## config.mk

```make
export PLATFORM = sky130hd
export DESIGN_NAME = msd_detect
export DESIGN_NICKNAME = d
export VERILOG_FILES = /design/src/sv/msd_pkg.sv /design/src/sv/msd_detect.sv
export SDC_FILE = /design/constraint.sdc
export NUM_CORES = 1
export LEC_CHECK = 0
export ABC_AREA = 1
export BUFFER_PORTS_ARGS = -buffer_cell sky130_fd_sc_hd__buf_2
export CAP_MARGIN = 5
export CORE_AREA = 5 5 287 289
export DETAILED_ROUTE_END_ITERATION = 8
export DIE_AREA = 0 0 292 294
export PLACE_DENSITY_LB_ADDON = 0.2
export SLEW_MARGIN = 20
export SYNTH_ARGS = -nofsm -noshare
export SYNTH_HDL_FRONTEND = slang
export SYNTH_SLANG_ARGS = --single-unit
```

## constraint.sdc

```tcl
create_clock -name vclk -period 4.9
set_input_delay 0.98 -clock vclk [all_inputs]
set_output_delay 0.98 -clock vclk [all_outputs]
set_load 0.01 [all_outputs]
```

## src/sv/msd_pkg.sv

```systemverilog
// Shared types, constants and helpers of the multichannel spike detector.
// No dependencies; msd_bank, msd_detect and the top level import this package.
package msd_pkg;

    // Channel count and neighbour fan-in
    localparam int CHANNELS     = 128;
    localparam int NEIGHBOURS   = 4;
    localparam int PORTS        = NEIGHBOURS + 1;
    localparam int CH_W         = $clog2(CHANNELS);
    localparam int CHAN_FIELD_W = 7;
    localparam int DATA_W       = 32;
    localparam int REFR_W       = 3;

    // Detector state codes
    localparam logic [1:0] ST_IDLE = 2'd0;
    localparam logic [1:0] ST_FALL = 2'd1;
    localparam logic [1:0] ST_RISE = 2'd2;

    localparam logic [REFR_W-1:0] REFR_LEN_RESET = 3'd7;

    // One memory word per channel: both sample rows plus detector state
    typedef struct packed {
        logic [1:0][DATA_W-1:0] rows;
        logic signed [DATA_W-1:0] run_min;
        logic [1:0]               det_state;
        logic                     refr_active;
        logic [REFR_W-1:0]        refr_count;
    } t_chan_word;

    localparam int WORD_W = $bits(t_chan_word);

    // Reduce a channel field modulo CHANNELS by restoring subtraction
    function automatic logic [CH_W-1:0] chan_reduce(input logic [CHAN_FIELD_W-1:0] v);
        logic [15:0] r;
        r = 16'(v);
        for (int k = CHAN_FIELD_W - 1; k >= 0; k--) begin
            if (r >= 16'(CHANNELS << k)) begin
                r = r - 16'(CHANNELS << k);
            end
        end
        return r[CH_W-1:0];
    endfunction

endpackage

```

## src/sv/msd_detect.sv

```systemverilog
// Per-item detection logic: refractory advance, neighbour minimum test,
// state machine step and running-minimum update. Uses msd_pkg.
module msd_detect import msd_pkg::*; (
    input  t_chan_word                          i_own,
    input  t_chan_word [NEIGHBOURS-1:0]         i_nbr_word,
    input  logic                                i_rd_row,
    input  logic [CH_W-1:0]                     i_chan,
    input  logic [NEIGHBOURS-1:0][CH_W-1:0]     i_nbr_chan,
    input  logic signed [DATA_W-1:0]            i_threshold,
    input  logic signed [DATA_W-1:0]            i_cur,
    input  logic [REFR_W-1:0]                   i_refr_len,
    output t_chan_word                          o_word,
    output logic [DATA_W-1:0]                   o_value
);

    logic signed [DATA_W-1:0] prev;
    logic signed [DATA_W-1:0] nb_val;
    logic [REFR_W-1:0]        cnt_inc;
    logic                     adv_active;
    logic [REFR_W-1:0]        adv_count;
    logic                     nb_act;
    logic [NEIGHBOURS-1:0]    nb_ok;
    logic                     pivotal;
    logic                     below;
    logic                     falling;

    // Advance the channel's refractory counter
    always_comb begin
        prev       = $signed(i_own.rows[i_rd_row]);
        cnt_inc    = i_own.refr_count + 3'd1;
        adv_active = i_own.refr_active;
        adv_count  = i_own.refr_count;
        if (i_own.refr_active) begin
            if (cnt_inc == i_refr_len) begin
                adv_count  = '0;
                adv_active = 1'b0;
            end else begin
                adv_count = cnt_inc;
            end
        end
    end

    // Test the previous sample against every neighbour
    always_comb begin
        for (int i = 0; i < NEIGHBOURS; i++) begin
            nb_val = $signed(i_nbr_word[i].rows[i_rd_row]);
            // a neighbour equal to the channel sees the advanced refractory flag
            nb_act = (i_nbr_chan[i] == i_chan) ? adv_active : i_nbr_word[i].refr_active;
            nb_ok[i] = (prev <= $signed(i_nbr_word[i].run_min)) && (prev <= nb_val)
                       && !nb_act;
        end
        pivotal = &nb_ok;
    end

    // Step the state machine and build the write-back word
    always_comb begin
        below   = prev < i_threshold;
        falling = prev > i_cur;
        o_word  = i_own;
        o_word.rows[~i_rd_row] = i_cur;
        o_word.refr_active     = adv_active;
        o_word.refr_count      = adv_count;
        o_value = i_own.rows[i_rd_row];
        case (i_own.det_state)
            ST_FALL: begin
                if (below && falling) begin
                    o_word.det_state = ST_FALL;
                end else if (below) begin
                    o_word.det_state = ST_RISE;
                    if (pivotal) begin
                        o_value[0]         = 1'b1;
                        o_word.refr_active = 1'b1;
                    end
                end else begin
                    o_word.det_state = ST_IDLE;
                end
            end
            ST_RISE: begin
                if (below && falling) begin
                    o_word.det_state = ST_FALL;
                end else if (below) begin
                    o_word.det_state = ST_RISE;
                end else begin
                    o_word.det_state = ST_IDLE;
                end
            end
            default: begin
                o_word.det_state = below ? ST_FALL : ST_IDLE;
            end
        endcase
        // lower the minimum below threshold, clear it at or above
        if (i_cur < i_threshold) begin
            if (i_cur < $signed(i_own.run_min)) begin
                o_word.run_min = i_cur;
            end
        end else begin
            o_word.run_min = '0;
        end
    end

endmodule

```

# Yosys cells after proc, flatten, opt, wreduce, memory -nomap -nowiden

Index checks and enable logic that the tools add are counted.
Widths: inputs -> output; s select.

ROM bits: 0
Logic and storage cells: 75
Output and inout port bits: 134
Input bits: 613
Bits in writable memories: 0
Register bits: 0
Memories kept: 0
Bits in latches: 0

Shift operators: 0
Add/sub/neg operators: 1
Order comparisons: 15
Divide/modulo/power cells: 0
Equality and inequality tests: 7
Bitwise operators: 1
Multiply operators: 0
Multiplexer cells: 35
Reductions and logical operators: 16

Operators by type and width:

| kind                | count |
|---|---|
| $mux 32             | 13 |
| $le 32x32->1        | 8 |
| $lt 32x32->1        | 3 |
| $bwmux 64           | 1 |
| $demux 32 s1        | 1 |
| $gt 32x32->1        | 1 |
| $eq 7x7->1          | 4 |
| $mux 1              | 15 |
| $logic_and 1x1->1   | 10 |
| $mux 2              | 3 |
| $mux 3              | 2 |
| $logic_not 1->1     | 4 |
| $lt 1x2->1 const B  | 2 |
| $reduce_and 4->1    | 1 |
| $add 3x1->3 const B | 1 |
| $eq 3x3->1          | 1 |
| $eq 2x1->1 const B  | 1 |
| $eq 2x2->1 const B  | 1 |
| $reduce_or 2->1     | 1 |
| $ge 1x1->1 const B  | 1 |
| $not 1->1           | 1 |

# Longest topological paths before layout

Gate-level depths: netlist (run 1).

Depth after elaboration: 12
Depth in mapped cells: 26
Gate-level depth less buffers: 23

# Least setup slack after synthesis (run 1)

OpenSTA, ideal clock, no wires.

Kind: input-to-output
Start point: in i_rd_row
End point: out o_value[0]
Data arrival time: 3604 ps
Data required time: 3920 ps
Path buffers: 3
Setup slack: 316 ps
Stages: 18
Cell sequence: buf_2 clkbuf_1 clkbuf_1 nand2_1 o21ai_0 ha_1 nand2_1 nor2_1 nand4_1 nor4_1 nand2_1 nand2_1 nand2_1 nand3_1 nand3_1 nor2_1 nand2_1 nand2_1

Cells in the longest elaborated chain, start to end: 10
Elaborated cells on any way between the ends: 34
Classes of those cells: 10 x order compare; 14 x mux; 10 x reduce/logical

Ends and longest elaborated chain:

| element                                        | line             | RTL |
|---|---|---|
| start, declared                                | msd_detect.sv:6  | `input logic i_rd_row,` |
| $mux 32 (implied by the code) (*) (2 in a row) | msd_detect.sv:63 | `o_value = i_own.rows[i_rd_row];` |
| via o_value[30]                                | msd_detect.sv:13 | `output logic [DATA_W-1:0] o_value` |
| $le 32x32->1                                   | msd_detect.sv:49 | `nb_ok[i] = (prev <= $signed(i_nbr_word[i].run_min)) && (prev <= nb_val)` |
| $logic_and 1x1->1                              | msd_detect.sv:49 |  |
| $logic_and 1x1->1                              | msd_detect.sv:50 | `&& !nb_act;` |
| $reduce_and 4->1                               | msd_detect.sv:52 | `pivotal = &nb_ok;` |
| $mux 1                                         | msd_detect.sv:70 | `if (pivotal) begin` |
| $mux 1                                         | msd_detect.sv:68 | `end else if (below) begin` |
| $mux 1 (*)                                     | msd_detect.sv:66 | `if (below && falling) begin` |
| $mux 1 (*)                                     | msd_detect.sv:64 | `case (i_own.det_state)` |
| end, declared                                  | msd_detect.sv:13 |  |

Mark *: on every way through the listed nets, which the timed path passes. The rest lies on a longest branch. The select of a mux whose other input is x is not followed.

==> results of run 1 <==
-- worst min-delay path by stage --
stage / end / start / cells past startpoint / slack (ns)
after CTS: o_word[74] / i_own[74] / 4 / 2.28
after floorplan: o_word[10] / i_cur[4] / 2 / 2.09
after detailed placement: o_word[74] / i_own[74] / 4 / 2.28
after global placement: o_word[72] / i_own[72] / 4 / 2.28
after global routing: o_word[72] / i_own[72] / 4 / 2.29
final: o_word[74] / i_own[74] / 4 / 2.28
-- metal layers --
layer / vias up / part of all wire
met4: 4 / 0.011
met1: 7038 / 0.46
met5: - / 0.00036
met3: 38 / 0.045
li1: 8462 / -
met2: 454 / 0.49
-- synth_stat cells, drive strengths merged (3+ instances only) --
master	instances	area share
nand4	34	0.017
nor2	106	0.031
o21ai	110	0.043
ha	383	0.38
nor3	14	0.0055
o21a	15	0.0088
nand3b	3	0.0018
o211ai	5	0.0029
mux2i	124	0.098
inv	303	0.089
a211oi	3	0.0022
a21o	6	0.0035
xor2	15	0.010
xnor2	12	0.0083
nor4	7	0.0034
nand3	72	0.029
buf	27	0.015
nand2	508	0.15
o21bai	10	0.0068
or2	5	0.0025
clkbuf	16	0.0047
a21oi	215	0.085
-- power by group through the flow --
stage               logic [uW]  registers, uW  clock network (uW)
finish                    2180              0            0.000274
global route              2460              0            0.000219
CTS                       2160              0                   0
detailed placement        2150              0                   0
global placement          2150              0                   0
floorplan                 1110              0                   0
-- worst max-delay path: stages --
cell and delay (ns):
buf_12 0.13, inv_2 0.08, buf_12 0.16, nand2_1 0.08, nand2_1 0.09, buf_12 0.16, ha_1 0.29, nand2_1 0.08
nor2_2 0.14, nand4_1 0.11, nor3b_2 0.24, buf_4 0.18, nand4_1 0.24, nand3_1 0.15, nand3_1 0.08, nor2_1 0.11
buf_4 0.16, nand2_2 0.07, nand2_1 0.06, buf_2 0.13
-- cell families (layout without fill, tap and decap cells) --
kind of cell / Yosys count / in the layout / synth area share
simple gates: 753 / 753 / 0.243
compound gates: 369 / 369 / 0.155
other cells: 0 / 10 / 0
fa+ha+maj: 383 / 383 / 0.377
mux: 124 / 124 / 0.0975
buf+inv: 346 / 1186 / 0.109
xor+xnor: 27 / 27 / 0.0186
-- what timing repair did --
action / 4_1_cts / 5_1_grt
cloned: 0 / 3
endpoints found under the setup margin: 2 / 3
pin swaps: 6 / 21
setup buffers: 0 / 2
gates resized for setup: 7 / 63
-- cells in the final DEF (no fill, tap or decap), types with 5 or more instances in the layout --
master,count
buf_2,726
nand2_1,485
ha_1,379
inv_1,300
a21oi_1,213
mux2i_1,119
o21ai_0,106
buf_4,101
nor2_1,95
nand3_1,67
buf_12,44
nand4_1,34
nand2_2,22
xor2_1,15
o21a_1,15
xnor2_1,12
nor2_2,11
diode_2,10
o21bai_1,9
nor3_1,8
buf_6,7
a21o_1,6
nor3_2,5
nand3_2,5
o211ai_1,5
-- layout make-up --
type               count  area, um^2
fillers             9219       60100
multi-input cells   1656       11600
repair buffers       883        5480
well taps           1060        1330
inverters            303        1140
diodes                10        25.0
-- stage by stage --
stage               cell area, um^2  instances  TNS, ns  utilization
finish                        19600       3912        0        0.246
global route                  19600       3910  -0.0451        0.246
CTS                           19200       3897        0        0.241
detailed placement            19200       3897   -0.251        0.241
global placement              19200       3897   -0.258        0.241
floorplan                     12700       2002        0            -
==> results.json, run 1 <==
{
  "dp_hpwl_um": 66600,
  "final_max_slew_viol_count": 0,
  "cp.arrival_ns": 3.76,
  "wl_per_cell_um": 19.0,
  "clkbuf_count": 0,
  "met3_usage": 0.0181,
  "synth_warnings": 0,
  "finalCritPeriodShare": 0.967,
  "cp-end-kind": "output pin",
  "ys_seq_area_frac": 0,
  "seqPwrFrac": 0,
  "crit_path_end": "o_word[3]",
  "wirelength_um": 74400,
  "hold_class": "input port to output pin",
  "drcViolationCount": 0,
  "top_usage_layer": "met2",
  "swShare": 0.561,
  "relSlewSlack": 0.632,
  "synth_area_per_cell_um2": 6.36,
  "setup.worst_path.class": "input port to output pin",
  "cts_hold_buf": 0,
  "overflow": 0,
  "seq_area_um2": 0,
  "yosys.cell_types.count": 39,
  "routed_via_density": 4.09,
  "drive_above_1_share": 0.336,
  "grt_util_met1": 0.211,
  "core_um2": 79600,
  "power_uw": 2180,
  "max-vdd-ir-drop_uv": 37.1,
  "io_buffers": 727,
  "antenna_found_initial": 15,
  "seq_cells": 0,
  "holdWs_ns": 2.28,
  "netSwitchingPower_uw": 1220,
  "drtIter0Drc": 636,
  "maxCapViolations": 0,
  "row_count": 104,
  "syn_nets": 2998,
  "met2_usage": 0.285,
  "dr.pass1.iters": 5,
  "grt_pass1_wl_um": 104000,
  "min_period_ns": 4.74,
  "combPwrFrac": 1.000,
  "worst_pin_slew_ns": 0.549,
  "grt_usage": 0.159,
  "place_congestion": 0.905,
  "hold_viol_final": 0,
  "status": "finished clean",
  "die_w_um": 292,
  "worstPathMaxFanout": 26,
  "grt_max_degree": 45,
  "synthToLayoutAreaGrowth_pct": 53.8,
  "place_ws_ns": -0.127,
  "dr_total_vias": 16000,
  "start_util": 0.160,
  "synthCells": 2002,
  "grt_pass1_vias": 16200,
  "crit_start": "i_rd_row",
  "leakagePower_uw": 0.0117,
  "ant_nets": 0,
  "p_clk_frac": 0,
  "worstPathRequired_ns": 3.92,
  "syn_area_um2": 12700,
  "die_h_um": 294,
  "intPower_uw": 956,
  "ioPinCount": 747,
  "start_kind": "input port",
  "power_density_nw_per_um2": 111,
  "fmax_ghz": 0.211,
  "dieArea_um2": 85800,
  "fin_ws_ns": 0.163,
  "finalNetCount": 3840,
  "finalSetupViolCount": 0
}
No activity file was read; power rests on OpenSTA's default activity.
==> run 2: changes to the inputs <==
--- a/config.mk
+++ b/config.mk
@@ -10,5 +10,5 @@
 export CAP_MARGIN = 5
-export CORE_AREA = 5 5 287 289
+export CORE_AREA = 2 2 292 294
 export DETAILED_ROUTE_END_ITERATION = 8
-export DIE_AREA = 0 0 292 294
+export DIE_AREA = 0 0 294 296
 export PLACE_DENSITY_LB_ADDON = 0.2
==> constraint.sdc (replaced) <==
create_clock -name vclk -period 4.9
set_input_delay 0.98 -clock vclk [all_inputs]
set_output_delay 0.98 -clock vclk [all_outputs]
set_load 0.1 [all_outputs]
==> results.json, run 2 (synthesis gave the netlist of run 1 again) <==
{
  "holdWs_ns": 2.41,
  "grt_pass1_wl_um": 101000,
  "status": "finished clean",
  "final_max_slew_viol_count": 0,
  "ant_nets": 0,
  "drive_above_1_share": 0.378,
  "leakagePower_uw": 0.0121,
  "final_cell_mix": "buf_2, nand2_1, ha_1",
  "dr_total_vias": 16200,
  "slowest_stage": "ha_1",
  "place_congestion": 0.838,
  "wl_per_cell_um": 18.9,
  "seq_cells": 0,
  "overflow": 0,
  "power_density_nw_per_um2": 154,
  "start_kind": "input port",
  "clkbuf_count": 0,
  "row_count": 107,
  "dieArea_um2": 87000,
  "dp_hpwl_um": 66300,
  "grt_pass1_vias": 15800,
  "io_buffers": 727,
  "grt_max_degree": 33,
  "intPower_uw": 1150,
  "finalCritPeriodShare": 0.968,
  "relSlewSlack": 0.649,
  "instances_no_fill": 3965,
  "finalNetCount": 3872,
  "combPwrFrac": 1.000,
  "path_cells": "buf_16, inv_12, buf_12, nand2_1, nand2_2, buf_12, buf_4, ha_1, nand4_1, nor3_1, buf_4, nand4_1, nand3_2, nand3_2, nor2_2, nand2_2, nand2_2, buf_12",
  "min_period_ns": 4.74,
  "ioPinCount": 747,
  "cp-end-kind": "output pin",
  "routed_via_density": 4.09,
  "cts_hold_buf": 0,
  "drcViolationCount": 0,
  "die_w_um": 294,
  "maxCapViolations": 0,
  "hold_viol_final": 0,
  "final_common_cell": "buf_2",
  "antenna_found_initial": 8,
  "min_path_cells": 4,
  "start_util": 0.151,
  "cp.arrival_ns": 3.76,
  "swShare": 0.646,
  "finalSetupViolCount": 0,
  "postPlaceCellArea_um2": 19700,
  "synthToLayoutAreaGrowth_pct": 65.4,
  "worstHoldEndpoint": "o_word[8]",
  "hold_start": "i_own[8]",
  "netSwitchingPower_uw": 2100,
  "worstPathRequired_ns": 3.92,
  "setup.worst_path.class": "input port to output pin",
  "slowest_delay_ns": 0.28,
  "hold_class": "input port to output pin",
  "fin_ws_ns": 0.157,
  "core_um2": 84200,
  "drtIter0Drc": 603,
  "fin_area_um2": 21100,
  "dpl.cell_count": 3925,
  "fmax_ghz": 0.211,
  "worst_pin_slew_ns": 0.530,
  "seqPwrFrac": 0,
  "p_clk_frac": 0,
  "max-vdd-ir-drop_uv": 81.3,
  "dr.pass1.iters": 5,
  "seq_area_um2": 0,
  "grt_usage": 0.157,
  "place_ws_ns": -0.314,
  "worstPathMaxFanout": 12,
  "die_h_um": 296,
  "wirelength_um": 75000
}
run 2: cell types whose count changed in the layout (fill, tap and decap cells not counted), moves of 8 or more:
cell     change
buf_4       +28
ha_4         +8
ha_1         -8
buf_6        +9
mux2i_2     +16
mux2i_1     -23
diode_2      -9
nand2_1     -51
buf_12      +19
buf_2       -36
nand2_4     +26
nor2_1      -10
nand2_2     +21
run 2: how the worst max path moves through the flow:
stage          startpoint         end  cells after the start
2_1_floorplan    i_rd_row  o_value[0]                     17
3_3_place_gp     i_rd_row   o_word[3]                     20
3_5_place_dp     i_rd_row   o_word[3]                     20
4_1_cts          i_rd_row   o_word[3]                     20
5_1_grt          i_rd_row   o_word[3]                     24
6_report         i_rd_row   o_word[3]                     18
run 2: per-stage QoR:
step | power (uW) | util | TNS (ns)
6_report | 3250 | 0.250 | 0
5_1_grt | 3540 | 0.250 | -0.00102
4_1_cts | 3130 | 0.236 | 0
3_5_place_dp | 3090 | 0.234 | -0.628
3_3_place_gp | 3100 | 0.234 | -0.570
2_1_floorplan | 1920 | - | -0.00669
run 2: layer usage:
layer  global-route usage  up-vias  wire length [um]
li1                     -     8519                 -
met2                0.283      447             36200
met4               0.0117        4               850
met1                0.211     7224             35000
met3               0.0106       36              2890
met5                    0        -                24
run 2: area by class of cell:
class | count | area [um^2]
Antenna cell | 1 | 2.50
Fill cell | 9497 | 63200
Inverter | 303 | 1150
Multi-Input combinational cell | 1656 | 12300
Tap cell | 1090 | 1360
Timing Repair Buffer | 915 | 6260
run 2: power groups by stage:
stage	combinational, uW	sequential [uW]	clock, uW
final	3250	0	0.0000275
after global routing	3530	0	0
after CTS	3130	0	0
after detailed placement	3090	0	0
after global placement	3100	0	0
after floorplan	1920	0	0
run 2: timing repair:
item	CTS	global route
setup buffers	8	24
gates cloned	0	9
resized for setup	32	161
pin swaps	13	46
setup endpoints to repair	2	2
run 2: critical path, delay by kind of cell:
family | cells | cell delay (ns)
AND/OR/NAND/NOR | 10 | 1.42
buffers and inverters | 7 | 1.05
adder cells (fa/ha/maj) | 1 | 0.28
==> run 3: changes to the inputs <==
ABC_AREA = not set   (was 1)
==> results.json, run 3 <==
{
  "setup.worst_path.class": "input port to output pin",
  "holdWs_ns": 2.37,
  "start_util": 0.148,
  "row_count": 107,
  "dr.pass1.iters": 5,
  "fin_ws_ns": -0.485,
  "status": "finished, violations left",
  "final_cell_mix": "buf_2, ha_1, buf_4",
  "synth_mux_area_frac": 0.109,
  "worstPathRequired_ns": 3.92,
  "cp.arrival_ns": 4.41,
  "seq_area_um2": 0,
  "dieArea_um2": 87000,
  "drive_above_1_share": 0.492,
  "ant_nets": 0,
  "synth_area_per_cell_um2": 7.31,
  "final_max_slew_viol_count": 0,
  "antenna_found_initial": 19,
  "worst_pin_slew_ns": 0.734,
  "final_common_cell": "buf_2",
  "yosys-top-cells-area": "ha_1, mux2i_1, inv_1, nand2_1, a21oi_1",
  "grt_pass1_vias": 16700,
  "worstPathMaxFanout": 10,
  "overflow": 0,
  "max-vdd-ir-drop_uv": 124,
  "ys_seq_area_frac": 0,
  "finalSetupViolCount": 2,
  "multi_input_area_um2": 13500,
  "grt_max_degree": 33,
  "violations": "negative setup slack",
  "synth_warnings": 0,
  "start_kind": "input port",
  "fmax_ghz": 0.186,
  "die_h_um": 296,
  "met3_usage": 0.0205,
  "clkbuf_count": 0,
  "io_buffers": 727,
  "cp-end-kind": "output pin",
  "routed_via_density": 4.32,
  "synth_compound_area_frac": 0.206,
  "synth_top_area_cell": "ha_1",
  "synthCells": 1701,
  "met2_usage": 0.318,
  "finalCritPeriodShare": 1.10,
  "synth_top_family_by_area": "adder cells",
  "yosysMostFrequentCell": "ha_1",
  "top_usage_layer": "met2",
  "rsz0062_at_grt": "true",
  "finalNetCount": 3724,
  "synthAdderAreaFrac": 0.385,
  "power_density_nw_per_um2": 156,
  "power_uw": 3610,
  "seq_cells": 0,
  "fill_cells": 9309,
  "hold_class": "input port to output pin",
  "fin_util": 0.275,
  "die_w_um": 294,
  "syn_area_um2": 12400,
  "grt_util_met1": 0.237,
  "synthToLayoutAreaGrowth_pct": 86.1,
  "drtIter0Drc": 627,
  "grt_usage": 0.180,
  "relSlewSlack": 0.498,
  "yosys.cell_types.count": 66,
  "drcViolationCount": 0,
  "leakagePower_uw": 0.0122,
  "hold_viol_final": 0,
  "min_period_ns": 5.39,
  "wl_per_cell_um": 22.0,
  "maxCapViolations": 0,
  "wirelength_um": 84100,
  "place_congestion": 0.856,
  "syn_nets": 2697,
  "netlist.area_leader.share": 0.385,
  "synth_common_cells": "ha_1, inv_1, nand2_1",
  "dp_hpwl_um": 74300,
  "synthSimpleGateAreaFrac": 0.193,
  "grt_pass1_wl_um": 114000,
  "ioPinCount": 747,
  "dr_total_vias": 16500,
  "synth-xor-area-share": 0.0236,
  "core_um2": 84200
}
run 3: cell count changes after synthesis, moves of 44 or more:
| cell | before | now |
|---|---|---|
| a21o_1 | 6 | 50 |
| nand4_1 | 34 | 83 |
| nand2_1 | 507 | 167 |
| inv_1 | 301 | 229 |
| a21oi_1 | 215 | 111 |
| nor2_1 | 106 | 35 |
run 3: cells by family after synthesis:
group	count (synthesis)
AO/OA/AOI/OAI	402
XOR/XNOR	32
adder cells (fa/ha/maj)	383
buffers and inverters	277
multiplexers	134
AND/OR/NAND/NOR	473
run 3: worst paths after layout:
check / from / to / slack [ns] / cells past startpoint
setup / recovery: i_rd_row / o_value[0] / -0.49 / 14
hold / removal: i_own[29] / o_word[29] / 2.37 / 4
run 3: stage by stage:
step	setup WS, ns	setup TNS [ns]	area, um^2	cells
2_1_floorplan	-0.381	-1.52	13700	1701
3_3_place_gp	-1.03	-2.66	21300	3759
3_5_place_dp	-0.913	-2.45	21300	3759
4_1_cts	-0.564	-1.10	22100	3783
5_1_grt	-0.632	-1.62	23100	3824
6_report	-0.485	-0.932	23200	3827
run 3: power by group:
group / switching [uW] / internal, uW
clock: 0 / 0.000274
sequential: 0 / 0
combinational: 2210 / 1400
total: 2210 / 1400
run 3: layout make-up:
class                           count  area share
Timing Repair Buffer             1072       0.319
Tap cell                         1090      0.0589
Antenna cell                       11     0.00119
Multi-Input combinational cell   1425       0.584
Inverter                          229      0.0371
run 3: what timing repair did:
item,in CTS,in global routing
hold buffers,0,0
cloned,6,2
endpoints found under the setup margin,4,36
setup buffers,19,32
pin swaps,28,56
gates resized for setup,97,152
run 3: per-layer routing:
| layer | wire length [um] | share of wire | up-vias |
|---|---|---|---|
| met1 | 37500 | 0.45 | 7598 |
| li1 | - | - | 8371 |
| met4 | 1400 | 0.017 | 6 |
| met5 | 39 | 0.00046 | - |
| met2 | 41300 | 0.49 | 503 |
| met3 | 3850 | 0.046 | 62 |
run 3: critical path, cell delays in order:
cell and delay (ns):
bufbuf_16 0.26, nand2b_2 0.23, nand2_8 0.10, buf_8 0.17, ha_4 0.23, a21oi_2 0.10, o21ai_1 0.08, a221o_1 0.38
a2111oi_4 0.32, o221ai_2 0.15, mux2_4 0.33, a2111o_1 0.56, o21ai_4 0.24, buf_12 0.20
